[config.mk]
export PLATFORM = sky130hd
export DESIGN_NAME = sine_cosine_tangent_taylor
export DESIGN_NICKNAME = d
export VERILOG_FILES = /design/src/design/sct_pkg.sv /design/src/design/sct_cell.sv /design/src/design/sct_div.sv /design/src/design/sct_mul.sv /design/src/design/sine_cosine_tangent_taylor.sv
export SDC_FILE = /design/constraint.sdc
export NUM_CORES = 2
export LEC_CHECK = 0
export BUFFER_PORTS_ARGS = -buffer_cell sky130_fd_sc_hd__buf_2
export CAP_MARGIN = 10
export CORE_UTILIZATION = 55
export DETAILED_ROUTE_END_ITERATION = 10
export MAX_ROUTING_LAYER = met4
export PLACE_DENSITY = 0.81
export SYNTH_ARGS = -nofsm -noshare
export SYNTH_HDL_FRONTEND = slang
export SYNTH_SLANG_ARGS = --single-unit
[constraint.sdc]
create_clock -name clk -period 11 [get_ports clk]
set_input_delay 0.55 -clock clk [delete_from_list [all_inputs] [get_ports clk]]
set_output_delay 0.55 -clock clk [all_outputs]
set_load 0.05 [all_outputs]
[src/design/sct_pkg.sv]
// Shared types, constants and fixed-point helpers for the Taylor sine/cosine/tangent block.
package sct_pkg;

  // Port formats.
  localparam int DATA_W = 32;
  localparam int FRAC_W = 24;

  // Internal Q12.36 format.
  localparam int IW    = 48;
  localparam int IFRAC = 36;
  localparam int PW    = 2 * IW;

  localparam logic signed [IW-1:0] IMAX     = 48'sh7FFF_FFFF_FFFF;
  localparam logic signed [IW-1:0] IMIN     = 48'sh8000_0000_0000;
  localparam logic [IW-1:0]        TWO_PI_Q = 48'h0064_87ED_5111;
  localparam logic signed [IW-1:0] ONE_Q    = 48'sh0010_0000_0000;

  localparam logic signed [DATA_W-1:0] OMAX = 32'sh7FFF_FFFF;
  localparam logic signed [DATA_W-1:0] OMIN = 32'sh8000_0000;

  // Divider geometry: cells per cycle and dividend register width.
  localparam int DIV_CELLS = 2;
  localparam int DIV_W     = 74;
  localparam int DIV_CW    = 6;
  localparam logic [DIV_CW-1:0] SMALL_CYC = DIV_CW'(IW / DIV_CELLS);
  localparam logic [DIV_CW-1:0] TAN_CYC   = DIV_CW'(DIV_W / DIV_CELLS);

  // Multiplier slices of the second operand.
  localparam int MUL_SLICE = 16;
  localparam int MUL_STEPS = IW / MUL_SLICE;

  // Configuration register indexes and mode codes.
  localparam logic [7:0] CFG_MODE  = 8'd0;
  localparam logic [7:0] CFG_TERMS = 8'd1;
  localparam logic [1:0] MODE_SIN  = 2'd0;
  localparam logic [1:0] MODE_COS  = 2'd1;

  typedef struct packed {
    logic                   sat;
    logic signed [IW-1:0]   val;
  } qres_t;

  typedef struct packed {
    logic                     sat;
    logic signed [DATA_W-1:0] val;
  } ores_t;

  // Magnitude of a Q12.36 word; the most negative value maps to 2^47.
  function automatic logic [IW-1:0] mag48(input logic signed [IW-1:0] v);
    mag48 = v[IW-1] ? (~v + 48'd1) : v;
  endfunction

  // Round a 96-bit magnitude product to Q12.36, apply the sign and clamp.
  function automatic qres_t qround(input logic [PW-1:0] p, input logic neg);
    logic [PW:0] s;
    logic [IW:0] q;
    qres_t       r;
    s = {1'b0, p} + ((PW+1)'(1) << (IFRAC - 1));
    if (s[PW:83] != '0) q = (IW+1)'(1) << IW;
    else q = {1'b0, s[83:IFRAC]};
    r.sat = 1'b0;
    r.val = q[IW-1:0];
    if (!neg) begin
      if (q >= ((IW+1)'(1) << (IW - 1))) begin
        r.sat = 1'b1;
        r.val = IMAX;
      end
    end else begin
      if (q > ((IW+1)'(1) << (IW - 1))) begin
        r.sat = 1'b1;
        r.val = IMIN;
      end else begin
        r.val = ~q[IW-1:0] + 48'd1;
      end
    end
    return r;
  endfunction

  // Saturating Q12.36 add.
  function automatic qres_t qadd(input logic signed [IW-1:0] a, input logic signed [IW-1:0] b);
    logic signed [IW:0] s;
    qres_t              r;
    s = {a[IW-1], a} + {b[IW-1], b};
    r.sat = 1'b0;
    r.val = s[IW-1:0];
    if (s[IW] != s[IW-1]) begin
      r.sat = 1'b1;
      r.val = s[IW] ? IMIN : IMAX;
    end
    return r;
  endfunction

  // Q12.36 to Q8.24, round half away from zero, then clamp.
  function automatic ores_t to_out(input logic signed [IW-1:0] v);
    logic [IW:0]   s;
    logic [IW-12:0] m;
    ores_t         r;
    s = {1'b0, mag48(v)} + (IW+1)'(1 << (IFRAC - FRAC_W - 1));
    m = s[IW:IFRAC-FRAC_W];
    r.sat = 1'b0;
    r.val = v[IW-1] ? DATA_W'(~m + 1'b1) : DATA_W'(m);
    if (!v[IW-1] && m > (IW-11)'(OMAX)) begin
      r.sat = 1'b1;
      r.val = OMAX;
    end else if (v[IW-1] && m > ((IW-11)'(1) << (DATA_W - 1))) begin
      r.sat = 1'b1;
      r.val = OMIN;
    end
    return r;
  endfunction

endpackage

[src/design/sct_cell.sv]
// One restoring-division cell: shifts in a dividend bit and conditionally subtracts.
module sct_cell (
  input  logic [sct_pkg::IW-1:0] rem_in,
  input  logic                   bit_in,
  input  logic [sct_pkg::IW-1:0] divisor,
  output logic [sct_pkg::IW-1:0] rem_out,
  output logic                   q
);
  import sct_pkg::*;

  logic [IW:0] trial;
  logic [IW:0] diff;

  // The partial remainder stays below the divisor, so one subtract suffices.
  assign trial   = {rem_in, bit_in};
  assign diff    = trial - {1'b0, divisor};
  assign q       = (trial >= {1'b0, divisor});
  assign rem_out = q ? diff[IW-1:0] : trial[IW-1:0];

endmodule

[src/design/sct_div.sv]
// Iterative divider built from a short chain of division cells.
module sct_div (
  input  logic                       clk,
  input  logic                       rst,
  input  logic                       start,
  input  logic [sct_pkg::DIV_W-1:0]  dividend,
  input  logic [sct_pkg::IW-1:0]     divisor,
  input  logic [sct_pkg::DIV_CW-1:0] cycles,
  output logic [sct_pkg::DIV_W-1:0]  quot,
  output logic                       done
);
  import sct_pkg::*;

  logic [IW-1:0]       rem;
  logic [DIV_W-1:0]    shreg;
  logic [IW-1:0]       div_r;
  logic [DIV_CW-1:0]   cnt;
  logic                busy;
  logic [IW-1:0]       rem_c [DIV_CELLS+1];
  logic [DIV_CELLS-1:0] qbits;

  // Chain the cells; each consumes the next dividend bit, MSB first.
  assign rem_c[0] = rem;
  for (genvar i = 0; i < DIV_CELLS; i++) begin : g_cell
    sct_cell u_cell (
      .rem_in  (rem_c[i]),
      .bit_in  (shreg[DIV_W-1-i]),
      .divisor (div_r),
      .rem_out (rem_c[i+1]),
      .q       (qbits[DIV_CELLS-1-i])
    );
  end

  // Load on start, then run the chain once per cycle for the requested count.
  always_ff @(posedge clk) begin
    if (rst) begin
      busy <= 1'b0;
      done <= 1'b0;
      cnt  <= '0;
    end else begin
      done <= 1'b0;
      if (start) begin
        busy  <= 1'b1;
        cnt   <= cycles;
        rem   <= '0;
        shreg <= dividend;
        div_r <= divisor;
        quot  <= '0;
      end else if (busy) begin
        rem   <= rem_c[DIV_CELLS];
        shreg <= shreg << DIV_CELLS;
        quot  <= {quot[DIV_W-1-DIV_CELLS:0], qbits};
        cnt   <= cnt - 1'b1;
        if (cnt == DIV_CW'(1)) begin
          busy <= 1'b0;
          done <= 1'b1;
        end
      end
    end
  end

endmodule

[src/design/sct_mul.sv]
// Multi-cycle 48 x 48 unsigned multiplier, one 48 x 16 slice per cycle.
module sct_mul (
  input  logic                   clk,
  input  logic                   rst,
  input  logic                   start,
  input  logic [sct_pkg::IW-1:0] a,
  input  logic [sct_pkg::IW-1:0] b,
  output logic [sct_pkg::PW-1:0] prod,
  output logic                   done
);
  import sct_pkg::*;

  logic [IW-1:0]          a_r;
  logic [IW-1:0]          b_r;
  logic [1:0]             step;
  logic                   busy;
  logic [IW+MUL_SLICE-1:0] part;
  logic [PW-1:0]          part_sh;

  // Partial product of the current slice, aligned to its weight.
  assign part = a_r * b_r[MUL_SLICE-1:0];
  always_comb begin
    unique case (step)
      2'd0:    part_sh = PW'(part);
      2'd1:    part_sh = PW'(part) << MUL_SLICE;
      default: part_sh = PW'(part) << (2 * MUL_SLICE);
    endcase
  end

  // Accumulate one slice a cycle.
  always_ff @(posedge clk) begin
    if (rst) begin
      busy <= 1'b0;
      done <= 1'b0;
      step <= '0;
    end else begin
      done <= 1'b0;
      if (start) begin
        busy <= 1'b1;
        step <= '0;
        a_r  <= a;
        b_r  <= b;
        prod <= '0;
      end else if (busy) begin
        prod <= prod + part_sh;
        b_r  <= b_r >> MUL_SLICE;
        step <= step + 1'b1;
        if (step == 2'(MUL_STEPS - 1)) begin
          busy <= 1'b0;
          done <= 1'b1;
        end
      end
    end
  end

endmodule

[src/design/sine_cosine_tangent_taylor.sv]
// Top level: Taylor-series sine, cosine and tangent sequencer with config registers.
//
//   channel  direction  handshake                 word
//   angle    in         angle_valid/angle_stall   angle (Q8.24)
//   result   out        result_valid/result_stall value (Q8.24), saturated
//   cfg      in         cfg_valid/cfg_ready       cfg_index, cfg_data
//
// One word at a time. Range reduction subtracts 2*pi until the magnitude is below it, x^2
// uses the multiplier, and each series term is an add step, a 3-slice multiply and a
// two-cell divider run; tangent runs both series and a quotient division.
// Synchronous reset restores function_mode 0 and term_count 8.
// A finished word waits in the output register under stall while the next angle is taken.
module sine_cosine_tangent_taylor #(
  parameter int MAX_TERMS = 32
) (
  input  logic                               clk,
  input  logic                               rst,
  input  logic                               angle_valid,
  output logic                               angle_stall,
  input  logic signed [sct_pkg::DATA_W-1:0]  angle,
  output logic                               result_valid,
  input  logic                               result_stall,
  output logic signed [sct_pkg::DATA_W-1:0]  value,
  output logic                               saturated,
  input  logic                               cfg_valid,
  output logic                               cfg_ready,
  input  logic [7:0]                         cfg_index,
  input  logic [7:0]                         cfg_data
);
  import sct_pkg::*;

  localparam int NW  = $clog2(MAX_TERMS + 1);
  localparam int DWD = 2 * (NW + 1);

  typedef enum logic [3:0] {
    S_IDLE, S_RED, S_SQ, S_SQW, S_ADD, S_TMULW, S_TDIV, S_TDIVW, S_QDIV, S_QDIVW, S_DONE
  } state_t;

  state_t state;

  logic [1:0]               mode_r;
  logic [5:0]               count_r;
  logic [NW-1:0]            n_max;
  logic [NW-1:0]            n;
  logic [NW-1:0]            terms_eff;
  logic [IW-5:0]            red_mag;
  logic                     red_neg;
  logic signed [IW-1:0]     x2;
  logic signed [IW-1:0]     r;
  logic signed [IW-1:0]     t;
  logic signed [IW-1:0]     sum;
  logic signed [IW-1:0]     s_sum;
  logic signed [IW-1:0]     prodq;
  logic                     mul_neg;
  logic                     cos_pass;
  logic                     sat;
  logic signed [DATA_W-1:0] res_val;
  logic                     res_sat;

  logic                     mul_start;
  logic [IW-1:0]            mul_a;
  logic [IW-1:0]            mul_b;
  logic [PW-1:0]            mul_prod;
  logic                     mul_done;
  logic                     div_start;
  logic [DIV_W-1:0]         div_dividend;
  logic [IW-1:0]            div_divisor;
  logic [DIV_CW-1:0]        div_cycles;
  logic [DIV_W-1:0]         div_quot;
  logic                     div_done;

  logic [IW-5:0]            wide_mag;
  logic [NW:0]              two_n;
  logic [DWD-1:0]           d;
  qres_t                    qr;
  qres_t                    ad;
  ores_t                    oc;
  logic [IW-1:0]            q48;
  logic [DIV_W:0]           qf;
  logic                     tneg;

  assign cfg_ready   = 1'b1;
  assign angle_stall = (state != S_IDLE);

  // Term count limited to the supported maximum.
  assign terms_eff = ({2'b0, count_r} > 8'(MAX_TERMS)) ? NW'(MAX_TERMS) : NW'(count_r);

  // Magnitude of the angle widened to Q12.36.
  assign wide_mag = angle[DATA_W-1] ? (IW-4)'(~{angle, 12'b0} + 1'b1) : (IW-4)'({angle, 12'b0});

  // Series denominator for the current term.
  assign two_n = {n, 1'b0};
  assign d = cos_pass ? DWD'((DWD'(two_n) - 1'b1) * DWD'(two_n))
                      : DWD'(DWD'(two_n) * (DWD'(two_n) + 1'b1));

  // Shared arithmetic results.
  assign qr   = qround(mul_prod, mul_neg);
  assign ad   = qadd(sum, t);
  assign oc   = to_out(sum);
  assign q48  = div_quot[IW-1:0];
  assign qf   = ({1'b0, div_quot} + 1'b1) >> 1;
  assign tneg = s_sum[IW-1] ^ sum[IW-1];

  // Operand selection for the multiplier and divider.
  always_comb begin
    mul_start = (state == S_SQ) || (state == S_ADD);
    mul_a     = (state == S_SQ) ? mag48(r) : mag48(t);
    mul_b     = (state == S_SQ) ? mag48(r) : mag48(x2);
    div_start = (state == S_TDIV) || (state == S_QDIV);
    if (state == S_QDIV) begin
      div_dividend = {1'b0, mag48(s_sum), 25'b0};
      div_divisor  = mag48(sum);
      div_cycles   = TAN_CYC;
    end else begin
      div_dividend = {mag48(prodq) + IW'(d >> 1), 26'b0};
      div_divisor  = IW'(d);
      div_cycles   = SMALL_CYC;
    end
  end

  sct_mul u_mul (
    .clk   (clk),
    .rst   (rst),
    .start (mul_start),
    .a     (mul_a),
    .b     (mul_b),
    .prod  (mul_prod),
    .done  (mul_done)
  );

  sct_div u_div (
    .clk      (clk),
    .rst      (rst),
    .start    (div_start),
    .dividend (div_dividend),
    .divisor  (div_divisor),
    .cycles   (div_cycles),
    .quot     (div_quot),
    .done     (div_done)
  );

  // Sequencer, configuration registers and output register.
  always_ff @(posedge clk) begin
    if (rst) begin
      state        <= S_IDLE;
      mode_r       <= MODE_SIN;
      count_r      <= 6'd8;
      result_valid <= 1'b0;
    end else begin
      if (cfg_valid && cfg_ready) begin
        if (cfg_index == CFG_MODE) mode_r <= cfg_data[1:0];
        else if (cfg_index == CFG_TERMS) count_r <= cfg_data[5:0];
      end
      // A taken word clears the output unless a new word replaces it in the same cycle.
      if (result_valid && !result_stall && state != S_DONE) result_valid <= 1'b0;

      unique case (state)
        S_IDLE: begin
          if (angle_valid) begin
            red_mag <= wide_mag;
            red_neg <= angle[DATA_W-1];
            n_max   <= terms_eff;
            sat     <= 1'b0;
            if (terms_eff == '0) begin
              res_val <= '0;
              res_sat <= 1'b0;
              state   <= S_DONE;
            end else begin
              state <= S_RED;
            end
          end
        end
        S_RED: begin
          if (red_mag >= (IW-4)'(TWO_PI_Q)) begin
            red_mag <= red_mag - (IW-4)'(TWO_PI_Q);
          end else begin
            r     <= red_neg ? -IW'(red_mag) : IW'(red_mag);
            state <= S_SQ;
          end
        end
        S_SQ: begin
          mul_neg <= 1'b0;
          state   <= S_SQW;
        end
        S_SQW: begin
          if (mul_done) begin
            x2       <= qr.val;
            sat      <= sat | qr.sat;
            cos_pass <= (mode_r == MODE_COS);
            n        <= NW'(1);
            sum      <= '0;
            t        <= (mode_r == MODE_COS) ? ONE_Q : r;
            state    <= S_ADD;
          end
        end
        S_ADD: begin
          sum     <= ad.val;
          sat     <= sat | ad.sat;
          mul_neg <= t[IW-1] ^ x2[IW-1];
          state   <= S_TMULW;
        end
        S_TMULW: begin
          if (mul_done) begin
            prodq <= qr.val;
            sat   <= sat | qr.sat;
            state <= S_TDIV;
          end
        end
        S_TDIV: begin
          state <= S_TDIVW;
        end
        S_TDIVW: begin
          if (div_done) begin
            if (n != n_max) begin
              t     <= prodq[IW-1] ? q48 : (~q48 + 48'd1);
              n     <= n + 1'b1;
              state <= S_ADD;
            end else if (mode_r == MODE_SIN || mode_r == MODE_COS) begin
              res_val <= oc.val;
              res_sat <= sat | oc.sat;
              state   <= S_DONE;
            end else if (!cos_pass) begin
              s_sum    <= sum;
              cos_pass <= 1'b1;
              n        <= NW'(1);
              sum      <= '0;
              t        <= ONE_Q;
              state    <= S_ADD;
            end else if (sum == '0) begin
              res_val <= s_sum[IW-1] ? OMIN : OMAX;
              res_sat <= 1'b1;
              state   <= S_DONE;
            end else begin
              state <= S_QDIV;
            end
          end
        end
        S_QDIV: begin
          state <= S_QDIVW;
        end
        S_QDIVW: begin
          if (div_done) begin
            // Integer part beyond the output range saturates outright.
            if (div_quot[DIV_W-1:25] > 49'd128) begin
              res_val <= tneg ? OMIN : OMAX;
              res_sat <= 1'b1;
            end else if (!tneg && qf[DATA_W:0] > (DATA_W+1)'(OMAX)) begin
              res_val <= OMAX;
              res_sat <= 1'b1;
            end else if (tneg && qf[DATA_W:0] > ((DATA_W+1)'(1) << (DATA_W - 1))) begin
              res_val <= OMIN;
              res_sat <= 1'b1;
            end else begin
              res_val <= tneg ? DATA_W'(~qf[DATA_W-1:0] + 1'b1) : qf[DATA_W-1:0];
              res_sat <= sat;
            end
            state <= S_DONE;
          end
        end
        S_DONE: begin
          if (!result_valid || !result_stall) begin
            result_valid <= 1'b1;
            value        <= res_val;
            saturated    <= res_sat;
            state        <= S_IDLE;
          end
        end
        default: state <= S_IDLE;
      endcase
    end
  end

endmodule

==> qor.yml <==
status: "finished clean"
cts_made_buffers: 98
grt_pass1_vias: 75850
io_pins: 89
nets: 11470
antenna_found_initial: 23
avgViaCountPerCell: 6.234
first_pass_iters: 6
design.core.area_mm2: 0.1628
synth_edf_count: 825
drive_above_1_share_pct: 8.600
first_iter_violations: 9599
largest_reg_flops: 96
finalHoldViolations: 0
wl_um: 287000
cts.sinks: 850
die_y_um: 406.9
cts_root_buf: "clkbuf_16"
area_growth_pct: 9.894
gr-total-overflow: 0
min_path_type: "in2reg"
crit_end: "u_mul.prod[87]"
synth_most_common_cell: "nand2_1"
synth_flop_cell: "edfxtp_1"
h-tree-depth: 3
max_stage_delay_ns: 0.67
slew_headroom_pct: 4.585
synth_cell_type_count: 102
top_regs: "u_mul.prod: 96 flops, u_div.quot: 74 flops, u_div.shreg: 49 flops"
port_buffers: 85
yosys_warnings: 0
placed_cell_area_mm2: 0.09535
timing.fmax_mhz: 93.30
drc: 0
tritoncts: "built"
syn_inst: 10130
timing.rr.end: "u_mul.prod[87]"
die_area_mm2: 0.1656
vias: 78260
regMostFlops: "u_mul.prod"
rsz0062_at_grt: "yes"
yosys-top-cells-area: "edfxtp_1 (27%), fa_1 (15%), ha_1 (6.3%)"
path_max_fanout: 16
crit_slowest_cell: "xnor2_1"
reg2reg_from: "u_mul.b_r[5]"
netlist_area_mm2: 0.09017
post_drt_wl_per_cell_um: 22.86
maxSlewViolCount: 0
synth_top_area_cell: "edfxtp_1"
grtUsageTotal_pct: 35.37
finalCritPeriodShare_pct: 97.44
fillers: 13790
path_clk_slew_ns: 0.06
startpoint_type: "register"
ys_async_sr_fraction_pct: 0
drtAntennaViolNets: 0
die_x_um: 406.9
clk_latency_ns: 0.76
critPathLaunch: "u_mul.b_r[5]"
finalSetupViolations: 0
fin_area_mm2: 0.09909
cts_hold_buf: 0
clockBufferDepth: 3
yosys-top-cells-count: "nand2_1 (1221), inv_1 (978), edfxtp_1 (825)"
initial_core_util_pct: 55.40
grt_pass1_wl_um: 438700
cap_violations: 0
yosysSeqAreaShare_pct: 28.03
synth-seq-cells: 850
fp-row-count: 148
endpoint_kind: "register"
fin_worst_skew_ns: 0.07662
worst_slew_pin_slew_ns: 1.416
place_hpwl_um: 224700
critPathRequiredTime_ns: 11.45
criticalPathCategory: "reg2reg"
gp_congestion: 1.052
avgSynthCellArea_um2: 8.899
synth_top_area_share_pct: 27.47
r2r_setup_slack_ns: 0.28
grt_max_degree: 92
period_minus_slack_ns: 10.72
r2r_cells: 44
critical_path_arrival_ns: 11.16
-- layout make-up --
type / count / area (µm²) / area share (%)
diodes: 18 / 45.04 / 0.04546
clock buffers: 122 / 2572 / 2.596
clock inverters: 60 / 734.5 / 0.7412
inverters: 981 / 3682 / 3.716
multi-input cells: 7791 / 59650 / 60.20
flip-flops and latches: 850 / 25270 / 25.51
well taps: 2175 / 2721 / 2.746
repair buffers: 557 / 4413 / 4.453
-- kinds of logic after synthesis --
| family | count (synthesis) | share of synthesized area, % |
|---|---|---|
| AND/OR/NAND/NOR | 3432 | 18.57 |
| AO/OA/AOI/OAI | 2180 | 15.35 |
| buffers and inverters | 1495 | 6.272 |
| adder cells (fa/ha/maj) | 1141 | 21.57 |
| XOR/XNOR | 935 | 9.082 |
| flip-flops | 850 | 28.03 |
| multiplexers | 98 | 1.121 |
| other | 2 | 0.008329 |
-- worst min path at each step --
stage,start,end,slack [ns],depth (start not counted)
after floorplan,res_sat,saturated,0.40,0
after global placement,res_sat,saturated,0.40,0
after detailed placement,res_val[1],value[1],0.41,0
after CTS,cfg_data[5],count_r[5],0.03,3
after global routing,cfg_data[5],count_r[5],0.07,3
final,cfg_data[5],count_r[5],0.06,3
-- what timing repair did --
item	CTS	global route
resized for setup	7	56
gates cloned	0	1
endpoints found under the setup margin	3	27
buffers inserted	0	13
pin swaps	0	19
-- layer usage --
layer	share of wire (%)	track usage (%)	vias up
met4	4.2	13.55	0
met2	44	51.84	3967
li1	-	-	35310
met5	0	-	-
met1	41	48.24	38290
met3	11	7.117	687
-- worst max-delay path, delay by kind of cell, from the launching register on --
| family | cells | cell delay [ns] |
|---|---|---|
| adder cells (fa/ha/maj) | 8 | 3.58 |
| AO/OA/AOI/OAI | 13 | 2.70 |
| AND/OR/NAND/NOR | 10 | 1.48 |
| buffers and inverters | 11 | 1.40 |
| XOR/XNOR | 2 | 0.81 |
| flip-flops | 1 | 0.42 |
-- placed cells by master, fill, tap and decap left out, types with 30 or more instances in the layout --
master | netlist | routed
a211oi_1 | 53 | 52
a21boi_0 | 35 | 34
a21o_1 | 224 | 224
a21oi_1 | 555 | 545
a22o_1 | 30 | 30
a22oi_1 | 53 | 53
a31oi_1 | 74 | 72
and2_1 | 341 | 340
and3_1 | 152 | 152
buf_12 | 0 | 30
buf_2 | 11 | 85
buf_4 | 4 | 435
clkbuf_16 | 0 | 99
edfxtp_1 | 825 | 825
fa_1 | 689 | 688
ha_1 | 452 | 449
inv_1 | 978 | 978
mux2i_1 | 74 | 74
nand2_1 | 1221 | 1218
nand2b_1 | 106 | 106
nand3_1 | 197 | 195
nand4_1 | 94 | 94
nor2_1 | 648 | 637
nor2b_1 | 74 | 74
nor3_1 | 157 | 148
nor4_1 | 91 | 90
o211ai_1 | 38 | 38
o21a_1 | 59 | 59
o21ai_0 | 574 | 561
o21bai_1 | 81 | 81
o31ai_1 | 117 | 117
o41ai_1 | 65 | 65
or2_2 | 46 | 46
or3_1 | 109 | 108
or4_1 | 89 | 89
xnor2_1 | 550 | 547
xor2_1 | 385 | 385
-- stage by stage --
step | utilization [%] | setup TNS, ns | setup slack (ns) | std cells | hold slack (ns)
2_1_floorplan | - | 0 | 0.9154 | 10140 | 0.4003
3_3_place_gp | 58.57 | -0.2601 | -0.2601 | 12340 | 0.4003
3_5_place_dp | 58.58 | -0.2574 | -0.2574 | 12340 | 0.4063
4_1_cts | 60.63 | 0 | 0.01767 | 12520 | 0.03403
5_1_grt | 60.87 | -0.2496 | -0.1378 | 12550 | 0.07406
6_report | 60.88 | 0 | 0.2816 | 12550 | 0.06404
Power is not shown: default switching activity piles up to over one toggle a cycle in this logic, so the estimate is an artifact.
